## config.mk

```make
export PLATFORM = sky130hd
export DESIGN_NAME = hashed_pixel_noise_shader_top
export DESIGN_NICKNAME = d
export VERILOG_FILES = /design/src/rtl/hpns_pkg.sv /design/src/rtl/hashed_pixel_noise_shader_top.sv /design/src/rtl/hpns_front.sv /design/src/rtl/hpns_queue.sv /design/src/rtl/hpns_back.sv
export SDC_FILE = /design/constraint.sdc
export NUM_CORES = 2
export LEC_CHECK = 0
export ABC_AREA = 1
export CORE_MARGIN = 2
export CORE_UTILIZATION = 55
export CTS_BUF_LIST = sky130_fd_sc_hd__clkbuf_4 sky130_fd_sc_hd__clkbuf_8 sky130_fd_sc_hd__clkbuf_16
export CTS_CLUSTER_SIZE = 24
export DETAILED_ROUTE_END_ITERATION = 16
export DONT_BUFFER_PORTS = 1
export PLACE_DENSITY = 0.7
export SLEW_MARGIN = 20
export SYNTH_ARGS = -nofsm -noshare
export SYNTH_HDL_FRONTEND = slang
export SYNTH_SLANG_ARGS = --single-unit
```

## constraint.sdc

```tcl
create_clock -name clk_i -period 23.7 [get_ports clk_i]
set_clock_uncertainty 0.15 [all_clocks]
set_input_delay 1.185 -clock clk_i [delete_from_list [all_inputs] [get_ports clk_i]]
set_output_delay 1.185 -clock clk_i [all_outputs]
set_load 0.02 [all_outputs]
```

## src/rtl/hpns_pkg.sv

```systemverilog
// shared types and constants of the hashed pixel noise shader
// no dependencies
`default_nettype none

package hpns_pkg;

  localparam int unsigned CFG_DATA_W  = 32;
  localparam int unsigned CFG_IDX_W   = 3;
  localparam int unsigned QUEUE_DEPTH = 4;
  localparam int unsigned QPTR_W      = $clog2(QUEUE_DEPTH);

  localparam logic [31:0] HASH_K_COL   = 32'd73856093;
  localparam logic [31:0] HASH_K_ROW   = 32'd19349663;
  localparam logic [31:0] HASH_K_FRAME = 32'd83492791;
  localparam logic [31:0] HASH_XOR     = 32'd61;
  localparam logic [31:0] HASH_MUL     = 32'h27d4eb2d;
  // x / 255 == (x * RECIP_255) >> RECIP_SHIFT for any 16-bit x
  localparam logic [15:0] RECIP_255    = 16'h8081;
  localparam int unsigned RECIP_SHIFT  = 23;

  typedef enum logic [CFG_IDX_W-1:0] {
    CFG_BASE_GRAY      = 3'd0,
    CFG_SWING_AMP      = 3'd1,
    CFG_GRAY_BIAS      = 3'd2,
    CFG_KICK_DENSITY   = 3'd3,
    CFG_PULSE_STRENGTH = 3'd4,
    CFG_FRAME_COUNT    = 3'd5,
    CFG_ORIGIN_X       = 3'd6,
    CFG_ORIGIN_Y       = 3'd7
  } cfg_idx_e;

  typedef struct packed {
    logic [7:0] col_offset;
    logic [5:0] row_offset;
    logic       pixel_lit;
  } pix_in_t;

  typedef struct packed {
    logic [8:0] screen_x;
    logic [6:0] screen_y;
    logic [3:0] gray_level;
  } pix_out_t;

  typedef struct packed {
    logic [7:0] col_offset;
    logic [5:0] row_offset;
  } q_entry_t;

  typedef struct packed {
    logic full;
    logic empty;
  } q_status_t;

  typedef struct packed {
    logic [3:0]  base_gray;
    logic [3:0]  swing_amp;
    logic [4:0]  gray_bias;    // two's complement
    logic [7:0]  kick_density;
    logic [7:0]  origin_x;
    logic [5:0]  origin_y;
    logic [31:0] frame_mul;    // frame_count * HASH_K_FRAME
    logic [3:0]  pulse_term;   // two's complement, -7..7
  } back_cfg_t;

endpackage

`default_nettype wire

```

## src/rtl/hashed_pixel_noise_shader_top.sv

```systemverilog
// top level of the hashed pixel noise shader: configuration registers,
// frame-derived terms, front end, queue and back end
// depends on hpns_pkg, hpns_front, hpns_queue, hpns_back
//
// Usage:
//   Pixels enter on start / pix_i and are taken at an edge where start is
//   high and busy is low. Unlit pixels and pixels outside the bitmap
//   bounds are dropped in the front end and give no result.
//   A lit pixel that is taken shows on res_o with res_strobe_o high for
//   a single cycle, once it has passed the queue and the back end.
//   One pixel per clock is sustained; the depth is set by the queue, the
//   hash pipeline, the two-stage remainder unit and the result register.
//   The receiver cannot stall, so the back end never holds and busy
//   stays low in normal use.
//   Registers are written through cfg_we_i / cfg_idx_i / cfg_wdata_i while
//   no pixel is in flight; frame-derived terms settle after a write in
//   their registers, and pixels may start the cycle after the last write.
//   Reset clears the config registers to zero and empties the pipeline.
`default_nettype none

module hashed_pixel_noise_shader_top #(
  parameter int unsigned MAX_WIDTH  = 256,
  parameter int unsigned MAX_HEIGHT = 64
) (
  input  wire logic                                clk_i,
  input  wire logic                                rst_ni,
  input  wire logic                                start,
  output logic                                     busy,
  input  wire hpns_pkg::pix_in_t                   pix_i,
  input  wire logic                                cfg_we_i,
  input  wire logic [hpns_pkg::CFG_IDX_W-1:0]      cfg_idx_i,
  input  wire logic [hpns_pkg::CFG_DATA_W-1:0]     cfg_wdata_i,
  output logic                                     res_strobe_o,
  output hpns_pkg::pix_out_t                       res_o
);
  import hpns_pkg::*;

  logic [3:0]  base_gray_q;
  logic [3:0]  swing_amp_q;
  logic [4:0]  gray_bias_q;
  logic [7:0]  kick_density_q;
  logic [7:0]  pulse_strength_q;
  logic [31:0] frame_count_q;
  logic [7:0]  origin_x_q;
  logic [5:0]  origin_y_q;

  logic [31:0] frame_mul_q;
  logic [15:0] pulse_prod_q;
  logic        pulse_neg1_q, pulse_neg2_q;
  logic [7:0]  pulse_quot_q;
  logic [3:0]  pulse_term_q;

  logic [6:0]  tri_v;
  logic [7:0]  tri_mag;
  logic        tri_neg;
  logic [31:0] quot_full;
  logic [11:0] pulse_scaled;
  logic [3:0]  pulse_mag;

  q_entry_t  push_data, head;
  q_status_t q_status;
  logic      push;
  back_cfg_t back_cfg;

  always_ff @(posedge clk_i or negedge rst_ni) begin
    if (!rst_ni) begin
      base_gray_q      <= '0;
      swing_amp_q      <= '0;
      gray_bias_q      <= '0;
      kick_density_q   <= '0;
      pulse_strength_q <= '0;
      frame_count_q    <= '0;
      origin_x_q       <= '0;
      origin_y_q       <= '0;
    end else if (cfg_we_i) begin
      unique case (cfg_idx_e'(cfg_idx_i))
        CFG_BASE_GRAY:      base_gray_q      <= cfg_wdata_i[3:0];
        CFG_SWING_AMP:      swing_amp_q      <= cfg_wdata_i[3:0];
        CFG_GRAY_BIAS:      gray_bias_q      <= cfg_wdata_i[4:0];
        CFG_KICK_DENSITY:   kick_density_q   <= cfg_wdata_i[7:0];
        CFG_PULSE_STRENGTH: pulse_strength_q <= cfg_wdata_i[7:0];
        CFG_FRAME_COUNT:    frame_count_q    <= cfg_wdata_i[31:0];
        CFG_ORIGIN_X:       origin_x_q       <= cfg_wdata_i[7:0];
        CFG_ORIGIN_Y:       origin_y_q       <= cfg_wdata_i[5:0];
        default: ;
      endcase
    end
  end

  // triangle of the low frame byte: tri = 2*v - 128, kept as sign and magnitude
  always_comb begin
    tri_v        = frame_count_q[7] ? ~frame_count_q[6:0] : frame_count_q[6:0];
    tri_neg      = !tri_v[6];
    tri_mag      = tri_neg ? (8'd128 - {tri_v, 1'b0}) : ({tri_v, 1'b0} - 8'd128);
    quot_full    = {16'd0, pulse_prod_q} * {16'd0, RECIP_255};
    pulse_scaled = {4'd0, pulse_quot_q} * {8'd0, swing_amp_q};
    // (q * amp) / 2 / 128 on the magnitude
    pulse_mag    = pulse_scaled[11:8];
  end

  always_ff @(posedge clk_i) begin
    frame_mul_q  <= frame_count_q * HASH_K_FRAME;
    pulse_prod_q <= {8'd0, tri_mag} * {8'd0, pulse_strength_q};
    pulse_neg1_q <= tri_neg;
    pulse_quot_q <= quot_full[RECIP_SHIFT+7:RECIP_SHIFT];
    pulse_neg2_q <= pulse_neg1_q;
    pulse_term_q <= pulse_neg2_q ? (4'd0 - pulse_mag) : pulse_mag;
  end

  always_comb begin
    back_cfg.base_gray    = base_gray_q;
    back_cfg.swing_amp    = swing_amp_q;
    back_cfg.gray_bias    = gray_bias_q;
    back_cfg.kick_density = kick_density_q;
    back_cfg.origin_x     = origin_x_q;
    back_cfg.origin_y     = origin_y_q;
    back_cfg.frame_mul    = frame_mul_q;
    back_cfg.pulse_term   = pulse_term_q;
  end

  hpns_front #(
    .MAX_WIDTH  (MAX_WIDTH),
    .MAX_HEIGHT (MAX_HEIGHT)
  ) u_front (
    .start       (start),
    .busy        (busy),
    .pix_i       (pix_i),
    .q_status_i  (q_status),
    .push_o      (push),
    .push_data_o (push_data)
  );

  hpns_queue u_queue (
    .clk_i       (clk_i),
    .rst_ni      (rst_ni),
    .push_i      (push),
    .push_data_i (push_data),
    .pop_i       (!q_status.empty),
    .head_o      (head),
    .status_o    (q_status)
  );

  hpns_back u_back (
    .clk_i        (clk_i),
    .rst_ni       (rst_ni),
    .in_valid_i   (!q_status.empty),
    .entry_i      (head),
    .cfg_i        (back_cfg),
    .res_strobe_o (res_strobe_o),
    .res_o        (res_o)
  );

endmodule

`default_nettype wire

```

## src/rtl/hpns_front.sv

```systemverilog
// front end: takes pixels, drops unlit and out-of-bitmap ones, pushes the rest
// depends on hpns_pkg
`default_nettype none

module hpns_front #(
  parameter int unsigned MAX_WIDTH  = 256,
  parameter int unsigned MAX_HEIGHT = 64
) (
  input  wire logic               start,
  output logic                    busy,
  input  wire hpns_pkg::pix_in_t  pix_i,
  input  wire hpns_pkg::q_status_t q_status_i,
  output logic                    push_o,
  output hpns_pkg::q_entry_t      push_data_o
);
  import hpns_pkg::*;

  logic in_bounds;

  assign in_bounds = ({1'b0, pix_i.col_offset} < 9'(MAX_WIDTH)) &&
                     ({1'b0, pix_i.row_offset} < 7'(MAX_HEIGHT));

  assign busy   = q_status_i.full;
  assign push_o = start && !q_status_i.full && pix_i.pixel_lit && in_bounds;

  assign push_data_o.col_offset = pix_i.col_offset;
  assign push_data_o.row_offset = pix_i.row_offset;

endmodule

`default_nettype wire

```

## src/rtl/hpns_queue.sv

```systemverilog
// short queue between front and back end
// depends on hpns_pkg
`default_nettype none

module hpns_queue (
  input  wire logic                clk_i,
  input  wire logic                rst_ni,
  input  wire logic                push_i,
  input  wire hpns_pkg::q_entry_t  push_data_i,
  input  wire logic                pop_i,
  output hpns_pkg::q_entry_t       head_o,
  output hpns_pkg::q_status_t      status_o
);
  import hpns_pkg::*;

  q_entry_t          mem_q [QUEUE_DEPTH];
  logic [QPTR_W-1:0] wr_ptr_q, wr_ptr_d;
  logic [QPTR_W-1:0] rd_ptr_q, rd_ptr_d;
  logic [QPTR_W:0]   count_q, count_d;

  always_comb begin
    wr_ptr_d = push_i ? wr_ptr_q + 1'b1 : wr_ptr_q;
    rd_ptr_d = pop_i ? rd_ptr_q + 1'b1 : rd_ptr_q;
    count_d  = count_q + (QPTR_W+1)'(push_i) - (QPTR_W+1)'(pop_i);
  end

  always_ff @(posedge clk_i or negedge rst_ni) begin
    if (!rst_ni) begin
      wr_ptr_q <= '0;
      rd_ptr_q <= '0;
      count_q  <= '0;
    end else begin
      wr_ptr_q <= wr_ptr_d;
      rd_ptr_q <= rd_ptr_d;
      count_q  <= count_d;
    end
  end

  always_ff @(posedge clk_i) begin
    if (push_i) begin
      mem_q[wr_ptr_q] <= push_data_i;
    end
  end

  assign head_o         = mem_q[rd_ptr_q];
  assign status_o.full  = (count_q == (QPTR_W+1)'(QUEUE_DEPTH));
  assign status_o.empty = (count_q == '0);

endmodule

`default_nettype wire

```

## src/rtl/hpns_back.sv

```systemverilog
// back end: hash pipeline, remainder unit, sum and clamp, result register
// depends on hpns_pkg
`default_nettype none

module hpns_back (
  input  wire logic                clk_i,
  input  wire logic                rst_ni,
  input  wire logic                in_valid_i,
  input  wire hpns_pkg::q_entry_t  entry_i,
  input  wire hpns_pkg::back_cfg_t cfg_i,
  output logic                     res_strobe_o,
  output hpns_pkg::pix_out_t       res_o
);
  import hpns_pkg::*;

  // eight restoring steps of a remainder by a small divisor
  function automatic logic [4:0] rem_steps(input logic [4:0] rem_in,
                                           input logic [7:0] bits,
                                           input logic [4:0] divisor);
    logic [5:0] t;
    logic [4:0] r;
    r = rem_in;
    for (int i = 7; i >= 0; i--) begin
      t = {r, bits[i]};
      if (t >= {1'b0, divisor}) begin
        t = t - {1'b0, divisor};
      end
      r = t[4:0];
    end
    return r;
  endfunction

  logic [5:0]  vld_q;
  logic        strobe_q;

  logic [8:0]  sx_q [6];
  logic [6:0]  sy_q [6];

  logic [31:0] s1_x_q, s2_x_q, s3_x_q;
  logic [15:0] s4_mag_q;
  logic        s4_sgn_q, s4_kick_q;
  logic [4:0]  s5_rem_q;
  logic [7:0]  s5_low_q;
  logic        s5_sgn_q, s5_kick_q;
  logic [4:0]  s6_rem_q;
  logic        s6_sgn_q, s6_kick_q;
  pix_out_t    res_q;

  logic [31:0] x0, x1, x2, x3, x4, h;
  logic [4:0]  divisor;
  logic [4:0]  kick_val;
  logic [7:0]  base8, bias8, pulse8, rnd8, kick8, sum8;
  logic [3:0]  gray;

  always_comb begin
    x0 = ({24'd0, entry_i.col_offset} * HASH_K_COL) ^
         ({26'd0, entry_i.row_offset} * HASH_K_ROW) ^ cfg_i.frame_mul;
    x1 = (s1_x_q ^ HASH_XOR) ^ (s1_x_q >> 16);
    x2 = x1 + (x1 << 3);
    x3 = x2 ^ (x2 >> 4);
    x4 = s2_x_q * HASH_MUL;
    h  = s3_x_q ^ (s3_x_q >> 15);
  end

  assign divisor  = {1'b0, cfg_i.swing_amp} + 5'd1;
  assign kick_val = 5'(({2'b00, cfg_i.swing_amp} * 6'd3) >> 1);

  always_comb begin
    base8  = {4'd0, cfg_i.base_gray};
    bias8  = {{3{cfg_i.gray_bias[4]}}, cfg_i.gray_bias};
    pulse8 = {{4{cfg_i.pulse_term[3]}}, cfg_i.pulse_term};
    rnd8   = s6_sgn_q ? (8'd0 - {3'd0, s6_rem_q}) : {3'd0, s6_rem_q};
    kick8  = s6_kick_q ? {3'd0, kick_val} : 8'd0;
    sum8   = base8 + bias8 + pulse8 + rnd8 - kick8;
    priority if (sum8[7]) begin
      gray = 4'd0;
    end else if (sum8[6:4] != 3'd0) begin
      gray = 4'd15;
    end else begin
      gray = sum8[3:0];
    end
  end

  always_ff @(posedge clk_i or negedge rst_ni) begin
    if (!rst_ni) begin
      vld_q    <= '0;
      strobe_q <= 1'b0;
    end else begin
      vld_q    <= {vld_q[4:0], in_valid_i};
      strobe_q <= vld_q[5];
    end
  end

  always_ff @(posedge clk_i) begin
    sx_q[0] <= {1'b0, cfg_i.origin_x} + {1'b0, entry_i.col_offset};
    sy_q[0] <= {1'b0, cfg_i.origin_y} + {1'b0, entry_i.row_offset};
    for (int i = 1; i < 6; i++) begin
      sx_q[i] <= sx_q[i-1];
      sy_q[i] <= sy_q[i-1];
    end
    s1_x_q    <= x0;
    s2_x_q    <= x3;
    s3_x_q    <= x4;
    s4_mag_q  <= h[23:8];
    s4_sgn_q  <= h[24];
    s4_kick_q <= (h[7:0] < cfg_i.kick_density);
    // remainder of the 16-bit magnitude, high byte then low byte
    s5_rem_q  <= rem_steps(5'd0, s4_mag_q[15:8], divisor);
    s5_low_q  <= s4_mag_q[7:0];
    s5_sgn_q  <= s4_sgn_q;
    s5_kick_q <= s4_kick_q;
    s6_rem_q  <= rem_steps(s5_rem_q, s5_low_q, divisor);
    s6_sgn_q  <= s5_sgn_q;
    s6_kick_q <= s5_kick_q;
    res_q.screen_x   <= sx_q[5];
    res_q.screen_y   <= sy_q[5];
    res_q.gray_level <= gray;
  end

  assign res_strobe_o = strobe_q;
  assign res_o        = res_q;

endmodule

`default_nettype wire

```

# --- Word level (Yosys, flattened, before mapping) ---
# Memory sizes are Yosys's and may differ from the RTL's. A register that Yosys moved wholly into a read port is not among the register bits.
# Cells that the tools add are included.
op_classes:
  order_cmp: 17
  n_bitwise: 7
  eq_ne: 8
  div: 0
  n_mux: 24
  n_mul: 8
  reduce_logical: 16
  addsub: 32
  shifts: 0
ops:
  columns: ["op", "n"]
  rows:
  - ["$ge A6 B5 Y1", 15]
  - ["$mux W5", 17]
  - ["$sub A5 B5 Y5", 15]
  - ["$add A32 B32 Y32", 1]
  - ["$mul A32 B27 Y32 const B", 1]
  - ["$mul A32 B30 Y32 const B", 1]
  - ["$mul A8 B27 Y32 const B", 1]
  - ["$xor A32 B16 Y32", 1]
  - ["$xor A32 B28 Y32", 1]
  - ["$xor A32 B31 Y32", 1]
  - ["$xor A32 B32 Y32", 1]
  - ["$mul A16 B16 Y31 const B", 1]
  - ["$mul A6 B25 Y31 const B", 1]
  - ["$xor A25 B17 Y25", 1]
  - ["$add A8 B8 Y8", 2]
  - ["$mul A8 B8 Y16", 1]
  - ["$mux W8", 2]
  - ["$reduce_and A2 Y1", 8]
  - ["$eq A3 B3 Y1 const B", 5]
  - ["$mul A8 B4 Y12", 1]
  - ["$add A8 B8 Y9", 1]
  - ["$lt A8 B8 Y1", 1]
  - ["$mux W4", 2]
  - ["$sub A8 B8 Y8", 1]
  - ["other kinds (23)", 30]
word_totals:
  out_inout_bits: 22
  mem_bits_rw: 152
  mem_count: 3
  rom_bits: 0
  latch_bits: 0
  ff_bits: 291
mem_list:
  columns: ["name", "words", "word_bits", "rd", "rd_clocked_by_memory_dff", "wr", "line", "source"]
  rows:
  - ["u_queue.mem_q", 4, 14, 1, 0, 1, "hpns_queue.sv:16", "q_entry_t mem_q [QUEUE_DEPTH];"]
  - ["u_back.sx_q", 6, 9, 6, 1, 6, "hpns_back.sv:36", "logic [8:0] sx_q [6];"]
  - ["u_back.sy_q", 6, 7, 6, 1, 6, "hpns_back.sv:37", "logic [6:0] sy_q [6];"]

# --- Depth between registers and ports, before layout ---
depth:
  depth_word: 17
  mapped_depth: 80

# --- Modules after synthesis ---
# A second synthesis with hierarchy kept.
unflattened:
  hier_cells: 4998
  area_unflattened_um2: 46898.7
modules_own_cells:
  columns: ["module", "area_each_um2", "cells_each", "n_inst"]
  rows:
  - ["hpns_back", 26015.0, 2731, 1]
  - ["hashed_pixel_noise_shader_top", 18016.0, 1986, 1]
  - ["hpns_queue", 2745.1, 264, 1]
  - ["hpns_front", 122.6, 17, 1]

# --- Least setup slack after synthesis ---
# Ideal clock, no wire load.
synth_timing:
  path_kind: "flip-flop to flip-flop"
  from: "reg swing_amp_q[1]"
  to: "reg u_back.s6_rem_q[4]"
  path_stages_with_launch: 68
  arrival_time_ps: 11913
  slack_ps: 11550
  required_ps: 23463
  path_cell_list: "dfrtp_1 ha_1 inv_1 ha_1 nand2_1 o21ai_1 nand3b_1 nand2_2 nand2_1 o21ai_0 fa_1 nand2_1 nand2_1 a31o_2 a21oi_1 nand2_1 inv_1 nand2_1 [... 32 more ...] inv_2 o21ai_0 fa_1 a21o_1 a21oi_1 nand2_1 a21oi_1 nand3_2 nand2_1 o21a_1 inv_1 fa_1 nor3_1 o21a_1 nor3_1 nand3_2 inv_2 o31ai_1"
synth_via:
  elab_chain_len: 17
synth_rtl:
  columns: ["item", "line", "source"]
  rows:
  - ["start, declared", "hashed_pixel_noise_shader_top.sv:39", "logic [3:0] swing_amp_q;"]
  - ["start signal, assigned", "hashed_pixel_noise_shader_top.sv:78", "CFG_SWING_AMP: swing_amp_q <= cfg_wdata_i[3:0];"]
  - ["$add A4 B1 Y5 *", "hpns_back.sv:65", "assign divisor = {1'b0, cfg_i.swing_amp} + 5'd1;"]
  - ["$sub A5 B5 Y5 or $ge A6 B5 Y1 (tied branches)", "hpns_back.sv:26, hpns_back.sv:25", null]
  - ["$mux W5", "hpns_back.sv:25", "if (t >= {1'b0, divisor}) begin"]
  - ["$sub A5 B5 Y5 or $ge A6 B5 Y1 (tied branches)", "hpns_back.sv:26, hpns_back.sv:25", null]
  - ["$mux W5", "hpns_back.sv:25", null]
  - ["$sub A5 B5 Y5 or $ge A6 B5 Y1 (tied branches)", "hpns_back.sv:26, hpns_back.sv:25", null]
  - ["$mux W5", "hpns_back.sv:25", null]
  - ["$sub A5 B5 Y5 or $ge A6 B5 Y1 (tied branches)", "hpns_back.sv:26, hpns_back.sv:25", null]
  - ["$mux W5", "hpns_back.sv:25", null]
  - ["$ge A6 B5 Y1 or $sub A5 B5 Y5 (tied branches)", "hpns_back.sv:25, hpns_back.sv:26", null]
  - ["$mux W5", "hpns_back.sv:25", null]
  - ["$sub A5 B5 Y5 or $ge A6 B5 Y1 (tied branches)", "hpns_back.sv:26, hpns_back.sv:25", null]
  - ["$mux W5", "hpns_back.sv:25", null]
  - ["$sub A5 B5 Y5 or $ge A6 B5 Y1 (tied branches)", "hpns_back.sv:26, hpns_back.sv:25", null]
  - ["$mux W5", "hpns_back.sv:25", null]
  - ["$sub A5 B5 Y5 or $ge A6 B5 Y1 (tied branches)", "hpns_back.sv:26, hpns_back.sv:25", null]
  - ["$mux W5 *", "hpns_back.sv:25", null]
  - ["end signal, assigned", "hpns_back.sv:112", "s6_rem_q <= rem_steps(s5_rem_q, s5_low_q, divisor);"]
  - ["end, declared", "hpns_back.sv:45", "logic [4:0] s6_rem_q;"]
# Every way passes the cells marked *; elsewhere a longest branch is shown, timed or not.
# A chain may end at the register's enable or synchronous reset.

# --- Worst setup path in the final report ---
layout_timing:
  from: "reg swing_amp_q[0]"
  to: "reg u_back.s6_rem_q[4]"
layout_via:
  elab_chain_len: 17
layout_rtl:
  columns: ["item", "line"]
  rows:
  - ["$add A4 B1 Y5 *", "hpns_back.sv:65"]
  - ["$sub A5 B5 Y5 or $ge A6 B5 Y1 (tied branches)", "hpns_back.sv:26, hpns_back.sv:25"]
  - ["$mux W5", "hpns_back.sv:25"]
  - ["$sub A5 B5 Y5 or $ge A6 B5 Y1 (tied branches)", "hpns_back.sv:26, hpns_back.sv:25"]
  - ["$mux W5", "hpns_back.sv:25"]
  - ["$sub A5 B5 Y5 or $ge A6 B5 Y1 (tied branches)", "hpns_back.sv:26, hpns_back.sv:25"]
  - ["$mux W5", "hpns_back.sv:25"]
  - ["$sub A5 B5 Y5 or $ge A6 B5 Y1 (tied branches)", "hpns_back.sv:26, hpns_back.sv:25"]
  - ["$mux W5", "hpns_back.sv:25"]
  - ["$sub A5 B5 Y5 or $ge A6 B5 Y1 (tied branches)", "hpns_back.sv:26, hpns_back.sv:25"]
  - ["$mux W5", "hpns_back.sv:25"]
  - ["$ge A6 B5 Y1 or $sub A5 B5 Y5 (tied branches)", "hpns_back.sv:25, hpns_back.sv:26"]
  - ["$mux W5", "hpns_back.sv:25"]
  - ["$sub A5 B5 Y5 or $ge A6 B5 Y1 (tied branches)", "hpns_back.sv:26, hpns_back.sv:25"]
  - ["$mux W5", "hpns_back.sv:25"]
  - ["$sub A5 B5 Y5 or $ge A6 B5 Y1 (tied branches)", "hpns_back.sv:26, hpns_back.sv:25"]
  - ["$mux W5 *", "hpns_back.sv:25"]
# Marks and branches as above.

==> flow_metrics.env <==
export IMPL_syn_nets=5901
export IMPL_cp_common_cell="nand2_1"
export IMPL_cts_resized=0
export IMPL_cp_top_family="compound AO/OA/AOI/OAI gates"
export IMPL_grt_pass1_vias=30700
export IMPL_rsz0062_at_grt="no"
export IMPL_grt_use_total_pct=24.0
export IMPL_clkSinkCount=458
export IMPL_die_w_microns=290
export IMPL_startpoint_type="flop"
export IMPL_critPathSlowestCell="dfrtp_1"
export IMPL_finalSetupViolCount=0
export IMPL_r2r_cells=71
export IMPL_gp_congestion=0.920
export IMPL_fp_coreArea_sq_um=80800
export IMPL_viasPerCell=5.09
export IMPL_slew_violations=0
export IMPL_status="complete, no violations"
export IMPL_slowest_delay_ns=0.61
export IMPL_drive_above_1_share_pct=4.66
export IMPL_fin_crit_sh_pct=57.4
export IMPL_start_util_pct=55.8
export IMPL_hold_viol_final=0
export IMPL_rows=104
export IMPL_syn_area_per_cell_sq_um=9.91
export IMPL_yosysSeqAreaShare_pct=22.6
export IMPL_max_freq_ghz=0.0735
export IMPL_setup_tns_ns=0
export IMPL_insertedDiodeCount=0
export IMPL_wl_mm=96.8
export IMPL_ctsHtreeMaxLevel=2
export IMPL_die_area_sq_um=84200
export IMPL_fin_crit_ns=13.61
export IMPL_vias=29000
export IMPL_dp_hpwl_mm=81.8
export IMPL_rr_startpoint="swing_amp_q[0]"
export IMPL_worstSetupEndpointType="flop"
export IMPL_clkLatencyLatePin_ns=0.63
export IMPL_worst_path_max_fanout=19
export IMPL_synthCells=4548
export IMPL_ctsHoldBuffers=0
export IMPL_drc=0
export IMPL_cts_tree="built"
export IMPL_synth_ff_type="dfxtp_1"
export IMPL_io_pins=76
export IMPL_tightestPinTransition_ns=1.02
export IMPL_portBuffers=0
export IMPL_synth_async_reset_ratio_pct=19.4
export IMPL_final_nets=5950
export IMPL_layout_commonest_cell="inv_1"
export IMPL_cts_root_buf="clkbuf_16"
export IMPL_worst_ep_arrival_time_ns=13.98
export IMPL_cts_buffers=51
export IMPL_timing_critical_path_buf_inv=10
export IMPL_ctsLongestPathBuffers=3
export IMPL_ys_seq_elements=458
export IMPL_timing_rr_end="u_back.s6_rem_q[4]"
export IMPL_wire_per_inst_microns=17.0
export IMPL_area_growth_pct=6.93
export IMPL_final_antenna_net_count=0
export IMPL_clk_pin_slew_worst_paths_ns=0.06
export IMPL_ys_warn_count=0
export IMPL_grt_pass1_wl_mm=160
export IMPL_max_cap_violations=0
export IMPL_die_h_microns=290
export IMPL_slew_headroom_pct=32.2
export IMPL_path_class="flop to flop"
export IMPL_syn_cell_area_sq_um=45100
export IMPL_min_path_type="input pin to async pin"
export IMPL_first_pass_iters=5
export IMPL_layout_common_cells="1130 x inv_1, 679 x ha_1, 620 x fa_1"
export IMPL_cp_depth=71
export IMPL_grt_max_degree=90
export IMPL_synth_enable_flop_cells=56
export IMPL_synth_cell_type_count=52
export IMPL_grt_overflow_total=0
export IMPL_post_cts_setup_buffers=0
export IMPL_worstPathRequired_ns=24.07
export IMPL_regToRegSetupSlack_ns=10.09
export IMPL_drt_iter0_drc=1336
export IMPL_antenna_found_initial=4
-- cell families (layout without fill, tap and decap cells) --
family	count (synthesis)	after routing	synth area share (%)
AOI/OAI and AO/OA	458	458	5.61
adders and majority gates	1299	1299	46.4
xor gates and xnor gates	410	410	7.97
DFF	458	458	22.6
and+or+nand+nor	746	746	7.38
buffers and inverters	1165	1257	9.76
muxes	12	12	0.297
-- flip-flops by register name, indices dropped and copies added, names as in the netlist, 20 cells and up --
name and count:
frame_count_q 32, frame_mul_q 32, u_back.res_o 20, u_back.s1_x_q 32
u_back.s2_x_q 32, u_back.s3_x_q 32, u_back.sx_q 54, u_back.sy_q 42
u_queue.mem_q 56
-- cells in the mapped netlist (22+ instances only) --
master	n	area [sq um]
nor2_1	130	488
fa_1	620	12400
xnor2_1	158	1380
inv_1	1128	4230
xor2_1	252	2210
nand3_1	97	485
nand2_1	421	1580
ha_1	679	8500
a21oi_1	223	1120
dfxtp_1	313	6270
edfxtp_1	56	1680
o21ai_0	135	676
nand3_2	22	220
dfrtp_1	89	2230
-- worst max-delay path by stage --
stage                         startpoint            endpoint  slack, ns
after floorplan           swing_amp_q[1]  u_back.s6_rem_q[4]      11.55
after global placement    swing_amp_q[0]  u_back.s6_rem_q[4]      10.59
after detailed placement  swing_amp_q[0]  u_back.s6_rem_q[4]      10.17
after CTS                 swing_amp_q[0]  u_back.s6_rem_q[4]      10.11
after global routing      swing_amp_q[0]  u_back.s6_rem_q[4]       8.82
final                     swing_amp_q[0]  u_back.s6_rem_q[4]      10.09
-- layout make-up --
class	instances	area, sq um
clock inverter	32	327
fill	6880	32600
timing repair buffer	18	135
inverter	1143	4290
multi-input combinational	2925	30500
clock buffer	64	1440
sequential	458	10200
tap	1060	1330
-- per-stage QoR --
| stage | hold WS (ns) | worst slack [ns] | utilization [%] | std cells | area [sq um] |
|---|---|---|---|---|---|
| 6_report | 0.116 | 10.09 | 59.6 | 5700 | 48200 |
| 2_1_floorplan | 0.160 | 11.55 | - | 4548 | 45100 |
| 3_5_place_dp | 0.162 | 10.17 | 57.4 | 5604 | 46400 |
| 3_3_place_gp | 0.160 | 10.59 | 57.4 | 5604 | 46400 |
| 5_1_grt | 0.0853 | 8.82 | 59.6 | 5700 | 48200 |
| 4_1_cts | 0.0739 | 10.11 | 59.6 | 5700 | 48200 |
-- metal layers --
layer	wire length (microns)	GRT usage [%]	part of all wire, %	up-vias
met1	42800	31.9	44	14100
met5	24	0	0.025	-
met3	4520	3.59	4.7	166
li1	-	-	-	14200
met4	2770	6.67	2.9	4
met2	46700	40.8	48	552
Power is not shown: default switching activity piles up to over one toggle a cycle in this logic, so the estimate is an artifact.
